## config.mk

```make
export PLATFORM = sky130hd
export DESIGN_NAME = fifo_token_bucket_shaper_unit_flat
export DESIGN_NICKNAME = d
export VERILOG_FILES = /design/src/ftbs_pkg.sv /design/src/ftbs_if.sv /design/src/fifo_token_bucket_shaper_unit.sv /design/src/ftbs_cell.sv /design/src/ftbs_ctrl.sv /design/src/flat_wrapper.sv
export VERILOG_INCLUDE_DIRS = /design/src /design/src/src
export SDC_FILE = /design/constraint.sdc
export NUM_CORES = 2
export LEC_CHECK = 0
export BUFFER_PORTS_ARGS = -buffer_cell sky130_fd_sc_hd__buf_4
export CORE_AREA = 2 2 412 414
export DETAILED_ROUTE_END_ITERATION = 10
export DIE_AREA = 0 0 414 416
export MAX_ROUTING_LAYER = met4
export PLACE_DENSITY_LB_ADDON = 0.12
export SYNTH_ARGS = -nofsm -noshare
export SYNTH_HDL_FRONTEND = slang
export SYNTH_SLANG_ARGS = --single-unit
```

## constraint.sdc

```tcl
create_clock -name clock -period 4.96 [get_ports clock]
set_clock_uncertainty 0.15 [all_clocks]
set_input_delay 0.992 -clock clock [delete_from_list [all_inputs] [get_ports clock]]
set_output_delay 0.992 -clock clock [all_outputs]
set_load 0.01 [all_outputs]
```

## src/fifo_token_bucket_shaper_unit_defines.svh

```systemverilog
// Assertion macros used by the shaper's sequencer.
`ifndef FIFO_TOKEN_BUCKET_SHAPER_UNIT_DEFINES_SVH
`define FIFO_TOKEN_BUCKET_SHAPER_UNIT_DEFINES_SVH

// Antecedent holds in this cycle, consequent must hold in the same cycle.
`define FTBS_ASSERT_NOW(lbl, clk, rst, ante, cons, msg) \
   lbl: assert property (@(posedge clk) disable iff (rst) (ante) |-> (cons)) else $error(msg);

// Antecedent holds in this cycle, consequent must hold in the next cycle.
`define FTBS_ASSERT_NEXT(lbl, clk, rst, ante, cons, msg) \
   lbl: assert property (@(posedge clk) disable iff (rst) (ante) |=> (cons)) else $error(msg);

`endif

```

## src/ftbs_pkg.sv

```systemverilog
// ---------------------------------------------------------------------------
// ftbs_pkg
// Types and constants shared by the token bucket shaper.
// ---------------------------------------------------------------------------
package ftbs_pkg;

   localparam int MAX_RESULTS = 16;
   localparam int RES_CNT_W   = 5;

   typedef enum logic [1:0] {
      CMD_REQUEST = 2'd0,
      CMD_TICK    = 2'd1,
      CMD_STOP    = 2'd2
   } cmd_type;

   typedef enum logic [1:0] {
      ST_GRANTED  = 2'd0,
      ST_PASSED   = 2'd1,
      ST_RELEASED = 2'd2,
      ST_REFUSED  = 2'd3
   } status_type;

   typedef enum logic [2:0] {
      S_IDLE,
      S_DECIDE,
      S_REFILL_ADD,
      S_REFILL,
      S_RELEASE,
      S_FINISH
   } state_type;

   typedef struct packed {
      logic [7:0]  tag;
      logic [31:0] remaining;
   } entry_type;

   typedef struct packed {
      logic        shift;
      logic        load;
      logic        trim;
      entry_type   load_entry;
      logic [31:0] trim_rem;
   } chain_ctl_type;

endpackage

```

## src/ftbs_if.sv

```systemverilog
// ---------------------------------------------------------------------------
// ftbs_if
// Request and response channels of the token bucket shaper.
// ---------------------------------------------------------------------------
interface ftbs_req_if;
   logic        valid;
   logic        ready;
   logic [1:0]  command;
   logic [31:0] request_bytes;
   logic [7:0]  request_tag;

   modport source (output valid, command, request_bytes, request_tag, input ready);
   modport sink   (input valid, command, request_bytes, request_tag, output ready);
endinterface

interface ftbs_rsp_if;
   logic       valid;
   logic       ready;
   logic [7:0] grant_tag;
   logic [1:0] grant_status;
   logic       last_result;

   modport source (output valid, grant_tag, grant_status, last_result, input ready);
   modport sink   (input valid, grant_tag, grant_status, last_result, output ready);
endinterface

```

## src/fifo_token_bucket_shaper_unit.sv

```systemverilog
// ---------------------------------------------------------------------------
// fifo_token_bucket_shaper_unit
// Byte-rate shaper: a token bucket in front of a queue of waiting requests.
// ---------------------------------------------------------------------------
// Usage: words arrive on req_chan (request, refill tick or stop) and results
// leave on rsp_chan, each with a tag, a status and a last marker on the final
// result of the word. csr_write_en loads the refill amount, which the user must
// write only while the block is idle; the block itself does not enforce this.
// A word that walks no queue entries passes the decide and finish states. A
// stop, or a request or tick that arrives while stopped, passes decide, release
// and finish, one released waiter at a time. A refill pass runs decide, refill
// add, refill and finish, up to 16 results, popping one waiter per cycle unless stalled.
// A new word is taken only once the previous one has handed its last result
// to the output register. Reset clears the balance, the queue count and the
// stop flag; there is no clearing pass. When the receiver stalls, the output
// register and one held result fill up and the sequencer waits in place.
// ---------------------------------------------------------------------------
module fifo_token_bucket_shaper_unit
   import ftbs_pkg::*;
#(
   parameter int QUEUE_DEPTH = 16
) (
   input  logic        clock,
   input  logic        reset,
   input  logic        csr_write_en,
   input  logic [31:0] csr_write_data,
   ftbs_req_if.sink    req_chan,
   ftbs_rsp_if.source  rsp_chan
);

   localparam int CW = $clog2(QUEUE_DEPTH + 1);

   chain_ctl_type ctl;
   logic [CW-1:0] count;
   entry_type     cells [QUEUE_DEPTH];

   ftbs_ctrl #(.DEPTH(QUEUE_DEPTH), .CW(CW)) u_ctrl (
      .clock          (clock),
      .reset          (reset),
      .csr_write_en   (csr_write_en),
      .csr_write_data (csr_write_data),
      .in_valid       (req_chan.valid),
      .in_ready       (req_chan.ready),
      .in_command     (req_chan.command),
      .in_bytes       (req_chan.request_bytes),
      .in_tag         (req_chan.request_tag),
      .out_valid      (rsp_chan.valid),
      .out_ready      (rsp_chan.ready),
      .out_tag        (rsp_chan.grant_tag),
      .out_status     (rsp_chan.grant_status),
      .out_last       (rsp_chan.last_result),
      .head           (cells[0]),
      .count          (count),
      .ctl            (ctl)
   );

   for (genvar i = 0; i < QUEUE_DEPTH; i++) begin : g_cell
      entry_type nxt;
      if (i == QUEUE_DEPTH - 1) begin : g_tail
         assign nxt = '0;
      end else begin : g_mid
         assign nxt = cells[i+1];
      end
      ftbs_cell u_cell (
         .clock   (clock),
         .ctl     (ctl),
         .sel     (count == CW'(i)),
         .is_head (i == 0),
         .nxt     (nxt),
         .data    (cells[i])
      );
   end

endmodule

```

## src/ftbs_cell.sv

```systemverilog
// ---------------------------------------------------------------------------
// ftbs_cell
// One waiter slot of the queue chain; shifts towards the head on a pop.
// ---------------------------------------------------------------------------
module ftbs_cell
   import ftbs_pkg::*;
(
   input  logic          clock,
   input  chain_ctl_type ctl,
   input  logic          sel,
   input  logic          is_head,
   input  entry_type     nxt,
   output entry_type     data
);

   entry_type data_ff, data_in;

   always_comb begin
      data_in = data_ff;
      if (ctl.shift) begin
         data_in = nxt;
      end else if (ctl.load && sel) begin
         data_in = ctl.load_entry;
      end else if (ctl.trim && is_head) begin
         data_in.remaining = ctl.trim_rem;
      end
   end

   always_ff @(posedge clock) begin
      data_ff <= data_in;
   end

   assign data = data_ff;

endmodule

```

## src/ftbs_ctrl.sv

```systemverilog
// ---------------------------------------------------------------------------
// ftbs_ctrl
// Sequencer of the shaper: bucket balance, queue count and result staging.
// ---------------------------------------------------------------------------
`include "fifo_token_bucket_shaper_unit_defines.svh"

module ftbs_ctrl
   import ftbs_pkg::*;
#(
   parameter int DEPTH = 16,
   parameter int CW    = $clog2(DEPTH + 1)
) (
   input  logic          clock,
   input  logic          reset,
   input  logic          csr_write_en,
   input  logic [31:0]   csr_write_data,
   input  logic          in_valid,
   output logic          in_ready,
   input  logic [1:0]    in_command,
   input  logic [31:0]   in_bytes,
   input  logic [7:0]    in_tag,
   output logic          out_valid,
   input  logic          out_ready,
   output logic [7:0]    out_tag,
   output logic [1:0]    out_status,
   output logic          out_last,
   input  entry_type     head,
   output logic [CW-1:0] count,
   output chain_ctl_type ctl
);

   state_type state_ff, state_in;
   logic [1:0]           cmd_ff, cmd_in;
   logic [31:0]          bytes_ff, bytes_in;
   logic [7:0]           tag_ff, tag_in;
   logic [31:0]          refill_ff;
   logic [32:0]          balance_ff, balance_in;
   logic                 primed_ff, primed_in;
   logic                 due_ff, due_in;
   logic                 stopped_ff, stopped_in;
   logic [CW-1:0]        count_ff, count_in;
   logic [RES_CNT_W-1:0] n_ff, n_in;
   logic [RES_CNT_W-1:0] budget_ff, budget_in;
   logic                 own_ff, own_in;
   logic                 held_valid_ff, held_valid_in;
   logic [7:0]           held_tag_ff, held_tag_in;
   logic [1:0]           held_status_ff, held_status_in;
   logic                 rsp_valid_ff, rsp_valid_in;
   logic [7:0]           rsp_tag_ff, rsp_tag_in;
   logic [1:0]           rsp_status_ff, rsp_status_in;
   logic                 rsp_last_ff, rsp_last_in;

   logic        out_free, can_emit, accept;
   logic [32:0] bal_start;
   logic        head_short, refill_done, release_done;
   logic        e_do;
   logic [7:0]  e_tag;
   logic [1:0]  e_status;

   assign out_free     = !rsp_valid_ff || out_ready;
   assign can_emit     = !held_valid_ff || out_free;
   assign accept       = in_valid && in_ready;
   assign bal_start    = primed_ff ? balance_ff : {1'b0, refill_ff};
   assign head_short   = balance_ff < {1'b0, head.remaining};
   assign refill_done  = (count_ff == '0) || (n_ff == RES_CNT_W'(MAX_RESULTS));
   assign release_done = (count_ff == '0) || (n_ff == budget_ff);

   // Next state.
   always_comb begin
      state_in = state_ff;
      case (state_ff)
         S_IDLE: begin
            if (accept) state_in = S_DECIDE;
         end
         S_DECIDE: begin
            case (cmd_ff)
               CMD_REQUEST: begin
                  if (stopped_ff) begin
                     state_in = S_RELEASE;
                  end else if (refill_ff != '0 && bal_start < {1'b0, bytes_ff}
                               && count_ff != CW'(DEPTH) && due_ff) begin
                     state_in = S_REFILL_ADD;
                  end else begin
                     state_in = S_FINISH;
                  end
               end
               CMD_TICK: begin
                  if (stopped_ff)              state_in = S_RELEASE;
                  else if (count_ff == '0)     state_in = S_FINISH;
                  else                         state_in = S_REFILL_ADD;
               end
               CMD_STOP: state_in = S_RELEASE;
               default:  state_in = S_FINISH;
            endcase
         end
         S_REFILL_ADD: state_in = S_REFILL;
         S_REFILL: begin
            if (refill_done) state_in = S_FINISH;
            else if (can_emit && head_short) state_in = S_FINISH;
         end
         S_RELEASE: begin
            if (release_done && (!own_ff || can_emit)) state_in = S_FINISH;
         end
         S_FINISH: begin
            if (!held_valid_ff || out_free) state_in = S_IDLE;
         end
         default: state_in = S_IDLE;
      endcase
   end

   // Datapath and outputs.
   always_comb begin
      cmd_in         = cmd_ff;
      bytes_in       = bytes_ff;
      tag_in         = tag_ff;
      balance_in     = balance_ff;
      primed_in      = primed_ff;
      due_in         = due_ff;
      stopped_in     = stopped_ff;
      count_in       = count_ff;
      n_in           = n_ff;
      budget_in      = budget_ff;
      own_in         = own_ff;
      held_valid_in  = held_valid_ff;
      held_tag_in    = held_tag_ff;
      held_status_in = held_status_ff;
      rsp_valid_in   = rsp_valid_ff && !out_ready;
      rsp_tag_in     = rsp_tag_ff;
      rsp_status_in  = rsp_status_ff;
      rsp_last_in    = rsp_last_ff;
      ctl            = '0;
      e_do           = 1'b0;
      e_tag          = tag_ff;
      e_status       = ST_GRANTED;

      case (state_ff)
         S_IDLE: begin
            if (accept) begin
               cmd_in   = in_command;
               bytes_in = in_bytes;
               tag_in   = in_tag;
               n_in     = '0;
               own_in   = 1'b0;
            end
         end
         S_DECIDE: begin
            case (cmd_ff)
               CMD_REQUEST: begin
                  if (stopped_ff) begin
                     budget_in = RES_CNT_W'(MAX_RESULTS - 1);
                     own_in    = 1'b1;
                  end else if (refill_ff == '0) begin
                     e_do = 1'b1; e_status = ST_PASSED;
                  end else begin
                     primed_in = 1'b1;
                     if (bal_start >= {1'b0, bytes_ff}) begin
                        balance_in = bal_start - {1'b0, bytes_ff};
                        e_do = 1'b1; e_status = ST_GRANTED;
                     end else if (count_ff == CW'(DEPTH)) begin
                        balance_in = bal_start;
                        e_do = 1'b1; e_status = ST_REFUSED;
                     end else begin
                        balance_in                = bal_start;
                        ctl.load                  = 1'b1;
                        ctl.load_entry.tag        = tag_ff;
                        ctl.load_entry.remaining  = bytes_ff;
                        count_in                  = count_ff + 1'b1;
                        due_in                    = 1'b0;
                     end
                  end
               end
               CMD_TICK: begin
                  if (stopped_ff) begin
                     budget_in = RES_CNT_W'(MAX_RESULTS);
                  end else if (count_ff == '0) begin
                     due_in = 1'b1;
                  end
               end
               CMD_STOP: begin
                  stopped_in = 1'b1;
                  budget_in  = RES_CNT_W'(MAX_RESULTS);
               end
               default: ;
            endcase
         end
         S_REFILL_ADD: begin
            if (balance_ff < {1'b0, refill_ff}) balance_in = balance_ff + {1'b0, refill_ff};
         end
         S_REFILL: begin
            if (!refill_done && can_emit) begin
               if (head_short) begin
                  ctl.trim     = 1'b1;
                  ctl.trim_rem = head.remaining - balance_ff[31:0];
                  balance_in   = '0;
               end else begin
                  balance_in = balance_ff - {1'b0, head.remaining};
                  ctl.shift  = 1'b1;
                  count_in   = count_ff - 1'b1;
                  e_do = 1'b1; e_tag = head.tag; e_status = ST_GRANTED;
               end
            end
         end
         S_RELEASE: begin
            if (can_emit) begin
               if (!release_done) begin
                  ctl.shift = 1'b1;
                  count_in  = count_ff - 1'b1;
                  e_do = 1'b1; e_tag = head.tag; e_status = ST_RELEASED;
               end else if (own_ff) begin
                  e_do = 1'b1; e_status = ST_PASSED;
               end
            end
         end
         S_FINISH: begin
            if (held_valid_ff && out_free) begin
               rsp_valid_in  = 1'b1;
               rsp_tag_in    = held_tag_ff;
               rsp_status_in = held_status_ff;
               rsp_last_in   = 1'b1;
               held_valid_in = 1'b0;
            end
         end
         default: ;
      endcase

      // A new result pushes the one held back out; only the final one is marked last.
      if (e_do) begin
         if (held_valid_ff) begin
            rsp_valid_in  = 1'b1;
            rsp_tag_in    = held_tag_ff;
            rsp_status_in = held_status_ff;
            rsp_last_in   = 1'b0;
         end
         held_valid_in  = 1'b1;
         held_tag_in    = e_tag;
         held_status_in = e_status;
         n_in           = n_ff + 1'b1;
      end
   end

   always_ff @(posedge clock) begin
      if (reset) begin
         state_ff      <= S_IDLE;
         refill_ff     <= '0;
         balance_ff    <= '0;
         primed_ff     <= 1'b0;
         due_ff        <= 1'b0;
         stopped_ff    <= 1'b0;
         count_ff      <= '0;
         n_ff          <= '0;
         own_ff        <= 1'b0;
         held_valid_ff <= 1'b0;
         rsp_valid_ff  <= 1'b0;
      end else begin
         state_ff      <= state_in;
         if (csr_write_en) refill_ff <= csr_write_data;
         balance_ff    <= balance_in;
         primed_ff     <= primed_in;
         due_ff        <= due_in;
         stopped_ff    <= stopped_in;
         count_ff      <= count_in;
         n_ff          <= n_in;
         own_ff        <= own_in;
         held_valid_ff <= held_valid_in;
         rsp_valid_ff  <= rsp_valid_in;
      end
      cmd_ff         <= cmd_in;
      bytes_ff       <= bytes_in;
      tag_ff         <= tag_in;
      budget_ff      <= budget_in;
      held_tag_ff    <= held_tag_in;
      held_status_ff <= held_status_in;
      rsp_tag_ff     <= rsp_tag_in;
      rsp_status_ff  <= rsp_status_in;
      rsp_last_ff    <= rsp_last_in;
   end

   assign in_ready   = (state_ff == S_IDLE);
   assign out_valid  = rsp_valid_ff;
   assign out_tag    = rsp_tag_ff;
   assign out_status = rsp_status_ff;
   assign out_last   = rsp_last_ff;
   assign count      = count_ff;

   `FTBS_ASSERT_NOW(a_count_range, clock, reset, 1'b1, count_ff <= CW'(DEPTH), "queue count beyond depth")
   `FTBS_ASSERT_NOW(a_result_limit, clock, reset, 1'b1, n_ff <= RES_CNT_W'(MAX_RESULTS), "too many results for one word")
   `FTBS_ASSERT_NOW(a_idle_clean, clock, reset, state_ff == S_IDLE, !held_valid_ff, "held result left while idle")
   `FTBS_ASSERT_NEXT(a_stop_sticky, clock, reset, stopped_ff, stopped_ff, "stop cleared without reset")

endmodule

```

## src/flat_wrapper.sv

```systemverilog
// flat-port wrapper written by rule: the top's interface ports become plain ports
module fifo_token_bucket_shaper_unit_flat import ftbs_pkg::*;
#(
   parameter int QUEUE_DEPTH = 16
)
  (clock, reset, csr_write_en, csr_write_data, req_chan_valid, req_chan_command, req_chan_request_bytes, req_chan_request_tag, req_chan_ready, rsp_chan_valid, rsp_chan_grant_tag, rsp_chan_grant_status, rsp_chan_last_result, rsp_chan_ready);
  ftbs_req_if req_chan_i ();
  ftbs_rsp_if rsp_chan_i ();
  input  logic clock;
  input  logic reset;
  input  logic csr_write_en;
  input  logic [31:0] csr_write_data;
  input wire logic [$bits(req_chan_i.valid)-1:0] req_chan_valid;
  input wire logic [$bits(req_chan_i.command)-1:0] req_chan_command;
  input wire logic [$bits(req_chan_i.request_bytes)-1:0] req_chan_request_bytes;
  input wire logic [$bits(req_chan_i.request_tag)-1:0] req_chan_request_tag;
  output wire logic [$bits(req_chan_i.ready)-1:0] req_chan_ready;
  output wire logic [$bits(rsp_chan_i.valid)-1:0] rsp_chan_valid;
  output wire logic [$bits(rsp_chan_i.grant_tag)-1:0] rsp_chan_grant_tag;
  output wire logic [$bits(rsp_chan_i.grant_status)-1:0] rsp_chan_grant_status;
  output wire logic [$bits(rsp_chan_i.last_result)-1:0] rsp_chan_last_result;
  input wire logic [$bits(rsp_chan_i.ready)-1:0] rsp_chan_ready;
  assign req_chan_i.valid = req_chan_valid;
  assign req_chan_i.command = req_chan_command;
  assign req_chan_i.request_bytes = req_chan_request_bytes;
  assign req_chan_i.request_tag = req_chan_request_tag;
  assign req_chan_ready = req_chan_i.ready;
  assign rsp_chan_valid = rsp_chan_i.valid;
  assign rsp_chan_grant_tag = rsp_chan_i.grant_tag;
  assign rsp_chan_grant_status = rsp_chan_i.grant_status;
  assign rsp_chan_last_result = rsp_chan_i.last_result;
  assign rsp_chan_i.ready = rsp_chan_ready;
  fifo_token_bucket_shaper_unit #(.QUEUE_DEPTH(QUEUE_DEPTH)) u_core (.clock(clock), .reset(reset), .csr_write_en(csr_write_en), .csr_write_data(csr_write_data), .req_chan(req_chan_i), .rsp_chan(rsp_chan_i));
endmodule
```

==> results.yml <==
status:
  status: "complete, no violations"
timing:
  finalCriticalPeriod_ns: 4.57
  setup_viol: 0
  finalSetupTns_ns: 0
  grt_setup_unrepaired: "no"
  fin_crit_sh_pct: 92.0
  clock.fmax_mhz: 219
  maxSlewViolCount: 0
  relSlewSlack_pct: 29.4
  worst_slew_pin_slew_ns: 1.06
  final-hold-violation-count: 0
clock_network:
  cts_hold_buf: 0
  cts_tree: "done"
  cts_resized: 0
  numCtsBuffers: 96
  postCtsSetupBuffers: 0
  cts.htree.levels: 3
  clock_path_buffers: 3
  cts-root-buf: "clkbuf_16"
  clk_pin_slew_worst_paths_ns: 0.06
  cts_sinks: 789
  clk_latency_ns: 0.71
global_route:
  grt_start_max_net_pins: 47
  track_usage_pct: 15.5
  overflow: 0
  grt_pass1_vias: 29465
  antenna_found_initial: 2
  grt_pass1_wl_um: 198000
layout:
  post-route-util_pct: 28.3
  multi_input_area_sq_mm: 0.0159
  stdcell_count: 6567
  register_area_sq_mm: 0.0225
  nFillCells: 17852
  nets: 4521
  stdcell_area_sq_mm: 0.0476
  area.growth.synth_to_final_pct: 19.0
  drive_gt1_share_pct: 10.8
floorplan:
  core_area_sq_mm: 0.168
  die_w_um: 414
  ioPinCount: 92
  start_util_pct: 23.8
  row_count: 151
  die_y_um: 416
  die_area_sq_mm: 0.172
critical_path:
  cp.arrival_ns: 4.84
  crit_path_start_kind: "register"
  path_cells: "inv_1 > ha_1 > nor2b_1 > o21ai_1 > a31oi_1 > o211a_1 > o2111ai_1 > a31oi_2 > a21boi_4 > nand2_2 > buf_12"
  rr_worst_depth: 11
  path_class: "register to register"
  cpMaxStageDelayCell: "a21boi_4"
  cp-end-kind: "register"
  required_ns: 5.24
  crit_path_max_incr_delay_ns: 0.83
  worstPathMaxFanout: 27
route:
  route.met2.wl_um: 60500
  wl_per_cell_um: 20.1
  drt-pass1-iter-count: 6
  dr_wl_met3_um: 4350
  drtIter0Drc: 2208
  wl_um: 132000
  top_layer: "met4"
  via_count: 29594
  drc: 0
  antenna_left: 0
  wl_met1_um: 64300
  via_per_inst: 4.51
logic_synthesis:
  synth_cell_types: 85
  syn_area_sq_mm: 0.0400
  ys_warn_count: 0
  postSynthCellCount: 4126
  ys_async_sr_fraction_pct: 0
  avgSynthCellArea_sq_um: 9.70
  synthFlopType: "edfxtp_1"
  synth-seq-cells: 789
  ys_seq_area_share_pct: 56.1
  synth_edf_count: 665
  synth_nets: 4380
power_and_ir_drop:
  finalPower_mw: 21.4
  p_leak_nw: 20.2
  peakVddDrop_mv: 0.268
  cellPowerDensity_mw_per_mm2: 449
placed_design:
  dpl.hpwl_um: 91900
  portBuffers: 91
  globalplace.congestion: 0.867
  place_inst: 6387
  placed_cell_area_sq_mm: 0.0445
worst_hold_path:
  holdPathStages: 2
  hold_class: "register to register"
flow_run:
  max_cap_violations: 0
-- through the flow --
step,hold slack (ns),setup slack [ns]
floorplan,0.287,0.195
global placement,0.295,0.371
detailed placement,0.299,0.379
CTS,0.238,0.359
global route,0.274,0.0968
finish,0.305,0.395
-- sequential cells by signal (all words and copies together) (netlist names), named ones only --
| signal | flops |
|---|---|
| u_core.g_cell.u_cell.data | 640 |
| u_core.u_ctrl.balance_ff | 33 |
| u_core.u_ctrl.bytes_ff | 32 |
| u_core.u_ctrl.refill_ff | 32 |
| u_core.u_ctrl.held_tag_ff | 8 |
| u_core.u_ctrl.tag_ff | 8 |
| u_core.u_ctrl.count | 5 |
| u_core.u_ctrl.n_ff | 5 |
| u_core.u_ctrl.state_ff | 3 |
| u_core.u_ctrl.budget_ff | 2 |
| u_core.u_ctrl.cmd_ff | 2 |
| u_core.u_ctrl.held_status_ff | 2 |
| u_core.u_ctrl.due_ff | 1 |
| u_core.u_ctrl.held_valid_ff | 1 |
| u_core.u_ctrl.out_valid | 1 |
| u_core.u_ctrl.own_ff | 1 |
| u_core.u_ctrl.primed_ff | 1 |
| u_core.u_ctrl.stopped_ff | 1 |
-- final cells by class --
cell class | instances | area share (%)
antenna | 2 | 0.0105
clock buffer | 128 | 5.53
clock inverter | 50 | 1.11
inverter | 215 | 1.69
multi-input combinational | 2896 | 33.3
sequential | 789 | 47.1
tap | 2218 | 5.83
timing repair buffer | 269 | 5.42
-- report_power, final --
part / total (mW) / internal [mW] / switching, mW
combinational: 5.69 / 2.03 / 3.65
clock: 7.14 / 4.07 / 3.07
sequential: 8.57 / 8.06 / 0.517
-- metal layers --
| metal | GRT usage (%) | vias up |
|---|---|---|
| met5 | - | - |
| met4 | 4.18 | 0 |
| met3 | 1.84 | 144 |
| met2 | 24.2 | 467 |
| met1 | 21.2 | 14443 |
| li1 | - | 14540 |
-- cells in the final DEF (no fill, tap or decap), types with 44 or more instances in the layout --
cell	netlist	layout
ha_1	171	171
dfxtp_1	124	123
buf_12	0	45
nor2_1	159	158
nand2_1	1474	1460
xnor2_1	76	76
clkbuf_16	0	97
inv_1	215	214
edfxtp_1	665	665
o21ai_0	152	152
a21o_1	46	46
buf_4	4	224
a21oi_1	197	196
mux2i_1	44	44
-- cells by family after synthesis --
| kind of cell | after synthesis | share of synthesized area (%) |
|---|---|---|
| mux | 45 | 1.13 |
| compound gates | 714 | 11.6 |
| fa+ha+maj | 175 | 5.54 |
| xor+xnor | 104 | 2.28 |
| buf+inv | 441 | 4.54 |
| flops | 789 | 56.1 |
| simple gates | 1858 | 18.9 |
-- final timing paths --
kind / from / end / slack [ns]
worst max register to register: u_core.u_ctrl.balance_ff[1]$_SDFFE_PP0P_ / u_core.g_cell[6].u_cell.data[3]$_DFFE_PP_ / 0.39
worst max-delay path: u_core.u_ctrl.balance_ff[1]$_SDFFE_PP0P_ / u_core.g_cell[6].u_cell.data[3]$_DFFE_PP_ / 0.39
worst min-delay path: u_core.g_cell[15].u_cell.data[24]$_SDFFE_PP0P_ / u_core.g_cell[15].u_cell.data[24]$_SDFFE_PP0P_ / 0.31
worst min register to register: u_core.g_cell[15].u_cell.data[24]$_SDFFE_PP0P_ / u_core.g_cell[15].u_cell.data[24]$_SDFFE_PP0P_ / 0.31
-- cell usage after synthesis (5+ instances only) --
library cell	number	area share (%)
nand2_1	1474	14
edfxtp_1	665	50
inv_1	215	2.0
a21oi_1	197	2.5
ha_1	171	5.3
nor2_1	159	1.5
o21ai_0	152	1.9
dfxtp_1	124	6.2
buf_2	118	1.5
clkbuf_1	86	0.81
xnor2_1	76	1.7
a21o_1	46	0.86
mux2i_1	44	1.1
a31oi_1	36	0.56
nor3_1	33	0.41
nand3_1	32	0.40
nand4_1	32	0.50
xor2_1	28	0.61
a22oi_1	26	0.49
o21bai_1	24	0.45
a221oi_1	23	0.50
o221ai_1	22	0.48
nor2b_1	21	0.33
o21a_1	21	0.39
o31ai_1	19	0.36
buf_1	18	0.17
o211ai_1	17	0.32
a211oi_1	14	0.26
and2_1	14	0.22
nor4_1	14	0.22
nand2b_1	13	0.20
o21ai_1	13	0.16
and3_1	11	0.17
o22ai_1	11	0.17
or3_1	9	0.14
a21boi_0	7	0.13
o2111ai_1	7	0.15
a2111oi_0	6	0.13
and4_1	6	0.13
nor3b_1	6	0.11
or2_2	6	0.094
a221o_1	5	0.13
nand3b_1	5	0.094
nor4b_1	5	0.11
-- critical path: cells and delay by family, from the launching register on --
kind / cells / cell delay [ns]
AOI/OAI and AO/OA: 6 / 2.33
adders and majority gates: 1 / 0.33
buffers and inverters: 2 / 0.44
DFF: 1 / 0.50
and+or+nand+nor: 2 / 0.49
No activity file was read; power rests on OpenSTA's default activity.
